--- config.mk ---
export PLATFORM = sky130hd
export DESIGN_NAME = header_sum_frame_parser
export DESIGN_NICKNAME = d
export VERILOG_FILES = /design/src/rtl/hsfp_pkg.sv /design/src/rtl/hsfp_ram.sv /design/src/rtl/hsfp_ctrl.sv /design/src/rtl/hsfp_dp.sv /design/src/rtl/header_sum_frame_parser.sv
export SDC_FILE = /design/constraint.sdc
export NUM_CORES = 1
export LEC_CHECK = 0
export BUFFER_PORTS_ARGS = -buffer_cell sky130_fd_sc_hd__buf_2
export CAP_MARGIN = 10
export CORE_AREA = 2 2 141 143
export CTS_CLUSTER_DIAMETER = 200
export CTS_CLUSTER_SIZE = 24
export DETAILED_ROUTE_END_ITERATION = 16
export DIE_AREA = 0 0 143 145
export GPL_TIMING_DRIVEN = 0
export SKIP_LAST_GASP = 1
export SLEW_MARGIN = 10
export SYNTH_ARGS = -nofsm -noshare
export SYNTH_HDL_FRONTEND = slang
export SYNTH_HIERARCHICAL = 1
export SYNTH_SLANG_ARGS = --single-unit
--- constraint.sdc ---
create_clock -name clk -period 5.8 [get_ports clk]
set_input_delay 0.87 -clock clk [delete_from_list [all_inputs] [get_ports clk]]
set_output_delay 0.87 -clock clk [all_outputs]
set_load 0.02 [all_outputs]
--- src/rtl/hsfp_pkg.sv ---
`default_nettype none

package hsfp_pkg;

	// config register indexes
	localparam logic [1:0] CFG_HDR_FIRST  = 2'd0;
	localparam logic [1:0] CFG_HDR_SECOND = 2'd1;
	localparam logic [1:0] CFG_PAY_LEN    = 2'd2;

	localparam logic [7:0] HDR_FIRST_RST  = 8'hAA;
	localparam logic [7:0] HDR_SECOND_RST = 8'h55;
	localparam logic [4:0] PAY_LEN_RST    = 5'd16;

	typedef enum logic [2:0] {
		S_HUNT,
		S_LOAD,
		S_CHECK,
		S_EMIT_RD,
		S_EMIT_LD
	} state_t;

	typedef struct packed {
		logic accept;     // input item taken: shift prev byte
		logic clr_frame;  // header seen: clear count and sum
		logic load;       // store payload byte, count, sum
		logic idx_clr;    // restart readout index
		logic emit_good;  // push stored byte to output register
		logic emit_bad;   // push checksum-failure item
	} cmd_t;

	typedef struct packed {
		logic hdr_match;
		logic load_done;
		logic sum_match;
		logic emit_last;
		logic out_free;
	} status_t;

endpackage

`default_nettype wire

--- src/rtl/hsfp_ram.sv ---
`default_nettype none

module hsfp_ram #(
	parameter int WIDTH = 8,
	parameter int DEPTH = 16
) (
	input  wire logic                                  clk,
	input  wire logic                                  we,
	input  wire logic [$clog2(DEPTH > 1 ? DEPTH : 2)-1:0] waddr,
	input  wire logic [WIDTH-1:0]                      wdata,
	input  wire logic [$clog2(DEPTH > 1 ? DEPTH : 2)-1:0] raddr,
	output logic      [WIDTH-1:0]                      rdata
);
	logic [WIDTH-1:0] mem [DEPTH];

	always_ff @(posedge clk) begin
		if (we) begin
			mem[waddr] <= wdata;
		end
		rdata <= mem[raddr];
	end

endmodule

`default_nettype wire

--- src/rtl/hsfp_ctrl.sv ---
`default_nettype none

module hsfp_ctrl (
	input  wire logic               clk,
	input  wire logic               arst_n,
	input  wire logic               in_valid,
	output logic                    in_stall,
	input  wire hsfp_pkg::status_t  sts,
	output hsfp_pkg::cmd_t          cmd
);
	hsfp_pkg::state_t state_q, state_nx;
	logic acc;

	always_ff @(posedge clk or negedge arst_n) begin
		if (!arst_n) begin
			state_q <= hsfp_pkg::S_HUNT;
		end else begin
			state_q <= state_nx;
		end
	end

	// input is blocked during readout, and in CHECK until the output slot is free
	always_comb begin
		unique case (state_q)
			hsfp_pkg::S_HUNT, hsfp_pkg::S_LOAD: in_stall = 1'b0;
			hsfp_pkg::S_CHECK:                  in_stall = !sts.out_free;
			default:                            in_stall = 1'b1;
		endcase
	end

	assign acc = in_valid && !in_stall;

	always_comb begin
		state_nx = state_q;
		unique case (state_q)
			hsfp_pkg::S_HUNT: begin
				if (acc && sts.hdr_match) state_nx = hsfp_pkg::S_LOAD;
			end
			hsfp_pkg::S_LOAD: begin
				if (acc && sts.load_done) state_nx = hsfp_pkg::S_CHECK;
			end
			hsfp_pkg::S_CHECK: begin
				if (acc) state_nx = sts.sum_match ? hsfp_pkg::S_EMIT_RD : hsfp_pkg::S_HUNT;
			end
			hsfp_pkg::S_EMIT_RD: state_nx = hsfp_pkg::S_EMIT_LD;
			hsfp_pkg::S_EMIT_LD: begin
				if (sts.out_free) begin
					state_nx = sts.emit_last ? hsfp_pkg::S_HUNT : hsfp_pkg::S_EMIT_RD;
				end
			end
			default: state_nx = hsfp_pkg::S_HUNT;
		endcase
	end

	always_comb begin
		cmd = '0;
		cmd.accept = acc;
		unique case (state_q)
			hsfp_pkg::S_HUNT:    cmd.clr_frame = acc && sts.hdr_match;
			hsfp_pkg::S_LOAD:    cmd.load = acc;
			hsfp_pkg::S_CHECK: begin
				cmd.idx_clr  = acc && sts.sum_match;
				cmd.emit_bad = acc && !sts.sum_match;
			end
			hsfp_pkg::S_EMIT_LD: cmd.emit_good = sts.out_free;
			default: ;
		endcase
	end

endmodule

`default_nettype wire

--- src/rtl/hsfp_dp.sv ---
`default_nettype none

module hsfp_dp #(
	parameter int MAX_PAYLOAD = 16
) (
	input  wire logic              clk,
	input  wire logic              arst_n,
	input  wire hsfp_pkg::cmd_t    cmd,
	output hsfp_pkg::status_t      sts,
	input  wire logic [7:0]        rx_byte,
	input  wire logic              cfg_we,
	input  wire logic [1:0]        cfg_index,
	input  wire logic [7:0]        cfg_data,
	output logic                   out_valid,
	input  wire logic              out_stall,
	output logic [7:0]             data_byte,
	output logic                   frame_ok,
	output logic                   last
);
	localparam int CNT_W = $clog2(MAX_PAYLOAD + 1);
	localparam int AW    = (MAX_PAYLOAD > 1) ? $clog2(MAX_PAYLOAD) : 1;
	localparam int CMP_W = (CNT_W > 5) ? CNT_W : 5;

	logic [7:0]       hdr1_q, hdr2_q, prev_q, sum_q;
	logic [4:0]       len_q;
	logic [CNT_W-1:0] cnt_q, cnt_nx, idx_q;
	logic [CMP_W-1:0] eff_len, len_ext, max_ext;
	logic [7:0]       ram_rdata;
	logic             out_valid_q;
	logic             cnt_room;

	// config registers
	always_ff @(posedge clk or negedge arst_n) begin
		if (!arst_n) begin
			hdr1_q <= hsfp_pkg::HDR_FIRST_RST;
			hdr2_q <= hsfp_pkg::HDR_SECOND_RST;
			len_q  <= hsfp_pkg::PAY_LEN_RST;
		end else if (cfg_we) begin
			unique case (cfg_index)
				hsfp_pkg::CFG_HDR_FIRST:  hdr1_q <= cfg_data;
				hsfp_pkg::CFG_HDR_SECOND: hdr2_q <= cfg_data;
				hsfp_pkg::CFG_PAY_LEN:    len_q  <= cfg_data[4:0];
				default: ;
			endcase
		end
	end

	// length saturated to 1..MAX_PAYLOAD
	assign len_ext = CMP_W'(len_q);
	assign max_ext = CMP_W'(MAX_PAYLOAD);
	always_comb begin
		priority if (len_q == 5'd0) eff_len = CMP_W'(1);
		else if (len_ext > max_ext) eff_len = max_ext;
		else eff_len = len_ext;
	end

	assign cnt_room = (cnt_q < CNT_W'(MAX_PAYLOAD));
	assign cnt_nx   = cnt_room ? cnt_q + CNT_W'(1) : cnt_q;

	always_ff @(posedge clk or negedge arst_n) begin
		if (!arst_n) begin
			prev_q <= '0;
			cnt_q  <= '0;
			sum_q  <= '0;
			idx_q  <= '0;
		end else begin
			if (cmd.accept) prev_q <= rx_byte;
			if (cmd.clr_frame) begin
				cnt_q <= '0;
				sum_q <= '0;
			end else if (cmd.load) begin
				cnt_q <= cnt_nx;
				sum_q <= sum_q + rx_byte;
			end
			if (cmd.idx_clr) idx_q <= '0;
			else if (cmd.emit_good) idx_q <= idx_q + CNT_W'(1);
		end
	end

	hsfp_ram #(
		.WIDTH(8),
		.DEPTH(MAX_PAYLOAD)
	) u_store (
		.clk   (clk),
		.we    (cmd.load && cnt_room),
		.waddr (cnt_q[AW-1:0]),
		.wdata (rx_byte),
		.raddr (idx_q[AW-1:0]),
		.rdata (ram_rdata)
	);

	// output register
	always_ff @(posedge clk or negedge arst_n) begin
		if (!arst_n) begin
			out_valid_q <= 1'b0;
		end else if (cmd.emit_good || cmd.emit_bad) begin
			out_valid_q <= 1'b1;
		end else if (!out_stall) begin
			out_valid_q <= 1'b0;
		end
	end

	always_ff @(posedge clk) begin
		if (cmd.emit_good) begin
			data_byte <= ram_rdata;
			frame_ok  <= 1'b1;
			last      <= sts.emit_last;
		end else if (cmd.emit_bad) begin
			data_byte <= '0;
			frame_ok  <= 1'b0;
			last      <= 1'b1;
		end
	end

	assign out_valid = out_valid_q;

	assign sts.hdr_match = (prev_q == hdr1_q) && (rx_byte == hdr2_q);
	assign sts.load_done = (CMP_W'(cnt_nx) >= eff_len);
	assign sts.sum_match = (sum_q == rx_byte) && (cnt_q != '0);
	assign sts.emit_last = (idx_q + CNT_W'(1) == cnt_q);
	assign sts.out_free  = !out_valid_q || !out_stall;

endmodule

`default_nettype wire

--- src/rtl/header_sum_frame_parser.sv ---
// Serial frame parser: two sync bytes, payload, one-byte additive checksum.
// Input channel (in_valid/in_stall/rx_byte) takes one received byte per item.
// Output channel (out_valid/out_stall) delivers data_byte, frame_ok, last.
// Config channel (cfg_valid/cfg_ready/cfg_index/cfg_data) sets header_first
// (index 0), header_second (1) and payload_length (2); cfg_ready is always high.
// Header hunting and payload loading take one byte per cycle. The checksum
// byte is taken once the output register is free; on a match the payload is
// read back from the frame store byte by byte (address state, then registered
// read data), and in_stall stays high for the whole readout. A bad checksum
// gives a single item (data_byte 0, frame_ok 0, last 1) with no readout.
// A failure item is valid the cycle after its checksum byte is taken; the
// first item of a good frame comes later, once the address state and the
// registered read data have passed and the output register is loaded.
// A stalled output holds its item; the block keeps taking header and payload
// bytes while a finished item waits, and only blocks at the next checksum
// byte or readout.
// Reset (arst_n low) returns to header hunting, clears the byte history,
// count and sum, and restores header 0xAA 0x55 and length 16. The frame store
// needs no clearing: only bytes of the current frame are read back.
`default_nettype none

module header_sum_frame_parser #(
	parameter int MAX_PAYLOAD = 16
) (
	input  wire logic       clk,
	input  wire logic       arst_n,
	// byte input
	input  wire logic       in_valid,
	output logic            in_stall,
	input  wire logic [7:0] rx_byte,
	// result output
	output logic            out_valid,
	input  wire logic       out_stall,
	output logic [7:0]      data_byte,
	output logic            frame_ok,
	output logic            last,
	// config write
	input  wire logic       cfg_valid,
	output logic            cfg_ready,
	input  wire logic [1:0] cfg_index,
	input  wire logic [7:0] cfg_data
);
	hsfp_pkg::cmd_t    cmd;
	hsfp_pkg::status_t sts;

	assign cfg_ready = 1'b1;

	hsfp_ctrl u_ctrl (
		.clk      (clk),
		.arst_n   (arst_n),
		.in_valid (in_valid),
		.in_stall (in_stall),
		.sts      (sts),
		.cmd      (cmd)
	);

	hsfp_dp #(
		.MAX_PAYLOAD(MAX_PAYLOAD)
	) u_dp (
		.clk       (clk),
		.arst_n    (arst_n),
		.cmd       (cmd),
		.sts       (sts),
		.rx_byte   (rx_byte),
		.cfg_we    (cfg_valid && cfg_ready),
		.cfg_index (cfg_index),
		.cfg_data  (cfg_data),
		.out_valid (out_valid),
		.out_stall (out_stall),
		.data_byte (data_byte),
		.frame_ok  (frame_ok),
		.last      (last)
	);

endmodule

`default_nettype wire

# Word-level counts from Yosys, hierarchy flattened

Memories as Yosys holds them, arrays and structs flattened. A register that Yosys moved wholly into a read port is not among the register bits.
Index checks and enable logic that the tools add are counted.

Memory bits (writable): 128
Word-level logic and storage cells: 91
Output and inout port bits: 13
Bits of input ports: 23
Bits in registers: 61
Memories kept: 1

Reductions and logical operators: 27
$lt $le $gt $ge: 3
Add/sub/neg operators: 3
Equality and inequality tests: 15
Muxes and demuxes: 30

Memories:

| memory           | words | bits a word | read ports | clocked after Yosys merged registers in | wr ports | RTL line       | source |
|---|---|---|---|---|---|---|---|
| u_dp.u_store.mem | 16    | 8           | 1          | 1                                       | 1        | hsfp_ram.sv:14 | `logic [WIDTH-1:0] mem [DEPTH];` |

Operator list:

| kind                  | number |
|---|---|
| $mux W5               | 7 |
| $mux W8               | 4 |
| $eq A8 B8 Y1          | 3 |
| $pmux W3 S5           | 1 |
| $mux W3               | 4 |
| $mux W1               | 11 |
| $add A5 B1 Y5 const B | 2 |
| $ne A2 B1 Y1 const B  | 5 |
| $add A8 B8 Y8         | 1 |
| $logic_and A1 B1 Y1   | 8 |
| $eq A3 B2 Y1 const B  | 2 |
| $reduce_and A2 Y1     | 3 |
| $reduce_bool A2 Y1    | 3 |
| $eq A5 B5 Y1          | 1 |
| $ge A5 B5 Y1          | 1 |
| $gt A5 B5 Y1 const B  | 1 |
| $logic_not A1 Y1      | 5 |
| $logic_not A5 Y1      | 1 |
| $lt A5 B5 Y1 const B  | 1 |
| $reduce_bool A5 Y1    | 1 |
| $mux W2               | 2 |
| $reduce_and A4 Y1     | 1 |
| $eq A3 B1 Y1 const B  | 1 |
| $eq A3 B3 Y1 const B  | 1 |
| 7 further kinds       | 8 |

# Logic depth before layout (Yosys ltp)

Word-level depth: 10
Gate-level depth with buffers: 12
Depth with buffers taken out: 12

# Cells and area by module

The synthesis kept the hierarchy.

By module, submodules not included:

| module                  | seq. area each (sq um) | area an instance (sq um) | instances | cells each |
|---|---|---|---|---|
| hsfp_ram                | 4003.8                 | 5147.4                   | 1         | 229 |
| hsfp_dp                 | 1502.7                 | 3085.5                   | 1         | 263 |
| hsfp_ctrl               | 75.1                   | 310.3                    | 1         | 38 |
| header_sum_frame_parser | 0.0                    | 11.3                     | 1         | 2 |

# Least setup slack after synthesis

OpenSTA, ideal clock, no wires.

Path kind: reg2reg
From: reg u_ctrl.state_q[1]
To: mem u_dp.u_store.mem[0][0] (enable)
Setup time: 383 ps
Required time: 5417 ps
Period minus slack after synthesis: 2946 ps
Stages on the path, launching flop included: 8
Arrival: 2563 ps
Slack: 2854 ps
Buffers on the path: 2
Cells stage by stage: dfrtp_1 buf_2 or3b_4 nor2_1 buf_4 nor2b_1 or3b_2 nor3_1

RTL lines:

| element                | RTL line        | source |
|---|---|---|
| from (decl)            | hsfp_ctrl.sv:11 | `hsfp_pkg::state_t state_q, state_nx;` |
| from (signal assigned) | hsfp_ctrl.sv:16 | `state_q <= hsfp_pkg::S_HUNT;` |
| from (signal assigned) | hsfp_ctrl.sv:18 | `state_q <= state_nx;` |
| to (decl)              | hsfp_ram.sv:14  |  |

==> results.tsv <==
stage	metric	value	unit
run_status	run status	finished clean	
synth	Mapped Area	8550	µm²
synth	Post-Synth Adder-Cell Area	2.43	%
synth	asr flop ratio synth	25.9	%
clock_network	clock latency on the worst-skew pair	440	ps
pwr	clock network power share	26.8	%
worst_hold_path	Worst Hold Class	input port to async pin	
critical_path	reg2reg path depth	7	
synth	Synth Area in Compound Gates	3.96	%
route	DRC	0	
route	Via Count	4664	
synth	Post-Synth Simple-Gate Area	7.97	%
place	Port Buf Inserts	34	
layout	nets@finish	624	
timing	Max Slew Vio Count	0	
grt	vias in the first global route	4688	
synth	Post-Synth XOR/XNOR Area	4.10	%
synth	Post-Synthesis Cells	532	
route	DR iter-0 viols	302	
layout	area grow syn2layout	13.2	%
timing	setup violators final	0	
synth	mux contribution to synthesized area	13.9	%
critical_path	worst r2r src	u_ctrl/state_q[1]	
pwr	Sw Ratio	32.0	%
pwr	NetSw	0.00143	W
pwr	power per cell area	460	nW/µm²
grt	largest net degree at the start of global routing	52	
layout	filler cell count	1643	
route	Routed WL	17.0	mm
synth	main combinational cell family by area after synthesis	multiplexers	
route	Antenna Nets Post-Route	0	
timing	slew at the pin closest to its max-slew limit	890	ps
route	wire length per cell	19.7	µm
pwr	static leakage	3.57	nW
critical_path	worst-path fanout max	10	
layout	post-route cell area	9690	µm²
synth	Mapped Nets	571	
route	vias per cell	5.40	
synth	flops & latches, synth	197	
clock_network	cts bufs inserted	17	
clock_network	CTS tree	done	
clock_network	H-tree Lvls	4	
floorplan	# IOs	36	
place	GPL Wtd Cong	0.783	
synth	Yosys cell types	58	
synth	EDFF count, synth	137	
synth	Mean Syn Cell Area	16.1	µm²
synth	total number of yosys warnings	6	
layout	share of layout cells above drive strength 1	26.4	%
route	Pre-antenna DRT Iters	4	
floorplan	Die Ht	145	µm
synth	ys flop type	edfxtp_1	
pwr	Reg power frac	42.8	%
clock_network	clock sink total	197	
clock_network	Post-CTS Setup Inserts	0	
layout	antenna diode count	0	
place	final HPWL from detailed placement	11.3	mm
job	max_cap viols	0	
pwr	Overall Power	0.00446	W
critical_path	Crit. End Element	register	
floorplan	effective utilization at floorplan	44.5	%
clock_network	Hold Buf Count CTS	0	
critical_path	Setup CP Type	register to register	
critical_path	Worst EP required	5860	ps
pwr	Max IR drop VDD	0.240	mV
timing	slew margin rel.	40.5	%
grt	all-layer global routing usage	17.5	%
grt	first-pass GRT wire length	26.9	mm
timing	Worst Skew	11.4	ps
floorplan	# rows	51	
critical_path	Worst Setup Start Kind	register	
timing	Max Clock Freq	0.299	GHz
critical_path	crit path launch	u_ctrl/state_q[1]	
pwr	Int Power	0.00303	W
pwr	Comb power frac	30.4	%
clock_network	CTS Buffer Depth	2	
timing	fin crit period	3340	ps
clock_network	Root Driver	clkbuf_16	
floorplan	Die Wd	143	µm
floorplan	die area	20700	µm²
critical_path	Worst EP arrival	3410	ps
grt	GRT overflow	0	
floorplan	core area	19200	µm²
timing	fin crit share	57.7	%
clock_network	post-CTS resize count	0	
place	Placed Area	9060	µm²
timing	TNS Setup	0	ps
clock_network	Clock transition at path regs	80	ps
timing	final hold viol count	0	
synth	post-synthesis sequential area ratio	65.2	%
grt	antenna violations before repair	0	
timing	RSZ-0062 raised after global routing	no	
-- synthesized netlist by cell type, drive strengths merged, types with 6 or more instances --
master | number | share of area (%)
a21o | 8 | 0.70
nor3 | 10 | 0.64
nand2 | 27 | 1.2
buf | 16 | 1.4
nand3 | 6 | 0.35
nor2 | 40 | 1.8
inv | 8 | 0.35
nand2b | 9 | 0.66
dfstp | 9 | 2.8
mux4 | 32 | 9.0
mux2 | 31 | 4.1
xor2 | 14 | 1.4
dfxtp | 9 | 2.1
nand4 | 8 | 0.59
xnor2 | 26 | 2.7
mux2i | 7 | 0.82
edfxtp | 137 | 48
a21oi | 7 | 0.54
ha | 15 | 2.2
dfrtp | 42 | 12
a22oi | 17 | 1.5
and2 | 9 | 0.66
-- power by group through the flow --
stage	combinational (W)	sequential [W]	clock [W]
floorplan	0.00102	0.00190	0
global placement	0.00132	0.00192	0
detailed placement	0.00135	0.00193	0
CTS	0.00136	0.00190	0.00122
global route	0.00149	0.00194	0.00127
finish	0.00136	0.00191	0.00119
-- worst max-delay path: stages, from the launching register on --
cell and delay, ps:
dfrtp_1 390, buf_2 180, or3b_4 420, nor2_1 100, buf_4 160, nor2b_1 460, or3b_2 550, nor2_1 700
-- path summary, 6_finish.rpt --
check	endpoint	slack, ps
worst max register to register	u_dp/u_store/mem[2][7]	2460
max in group asynchronous	u_dp/idx_q[0]	4880
worst min register to register	u_dp/frame_ok	470
min in group clk	u_dp/frame_ok	470
worst max-delay path	u_dp/u_store/mem[2][7]	2460
worst min-delay path	u_dp/prev_q[1]	460
-- area by class of cell --
type	instances	area, µm²	area share, %
plain buffers	24	168	1.73
clock buffers	18	450	4.65
clock inverters	14	156	1.61
inverters	8	30.0	0.310
multi-input cells	303	2800	28.9
flip-flops and latches	197	5580	57.6
well taps	265	332	3.42
repair buffers	34	173	1.78
-- per-layer routing --
layer / GRT usage [%] / wire length, µm / vias up
met4: 5.30 / 262 / 0
met2: 26.6 / 8140 / 83
li1: - / - / 2126
met5: 0 / 0 / -
met1: 25.7 / 8070 / 2433
met3: 3.50 / 562 / 22
-- cells in the final DEF, fill, tap and decap left out, types with 17 or more instances in the layout --
cell type  synthesis  final
xnor2_1           26     26
buf_2              7     40
nand2_1           26     26
nor2_1            40     40
mux2_2            30     30
edfxtp_1         137    137
clkbuf_16          0     18
a22oi_1           17     17
dfrtp_1           42     42
mux4_2            18     18
-- state kept, by name, indices dropped and copies added (netlist names) --
register            count
u_dp/hdr2_q             8
u_dp/data_byte          8
u_ctrl/state_q          3
u_dp/len_ext            5
u_dp/out_valid          1
u_dp/idx_q              5
u_dp/u_store/mem      128
u_dp/sum_q              8
u_dp/frame_ok           1
u_dp/u_store/rdata      8
u_dp/prev_q             8
u_dp/hdr1_q             8
u_dp/last               1
u_dp/cnt_q              5
-- kinds of logic after synthesis --
family / after synthesis
muxes: 70
DFF: 197
and+or+nand+nor: 131
buffers and inverters: 32
adders and majority gates: 16
other: 1
xor gates and xnor gates: 40
AOI/OAI and AO/OA: 45
-- stage by stage --
| stage | utilization [%] | hold slack (ps) | std cells | setup slack [ps] |
|---|---|---|---|---|
| after floorplan | - | 454 | 532 | 2850 |
| after CTS | 50.3 | 476 | 863 | 2110 |
| after global placement | 47.2 | 448 | 831 | 2050 |
| after global routing | 50.4 | 483 | 863 | 2290 |
| after detailed placement | 47.2 | 451 | 831 | 2030 |
| final | 50.4 | 462 | 863 | 2460 |
No activity file was read; power rests on OpenSTA's default activity.
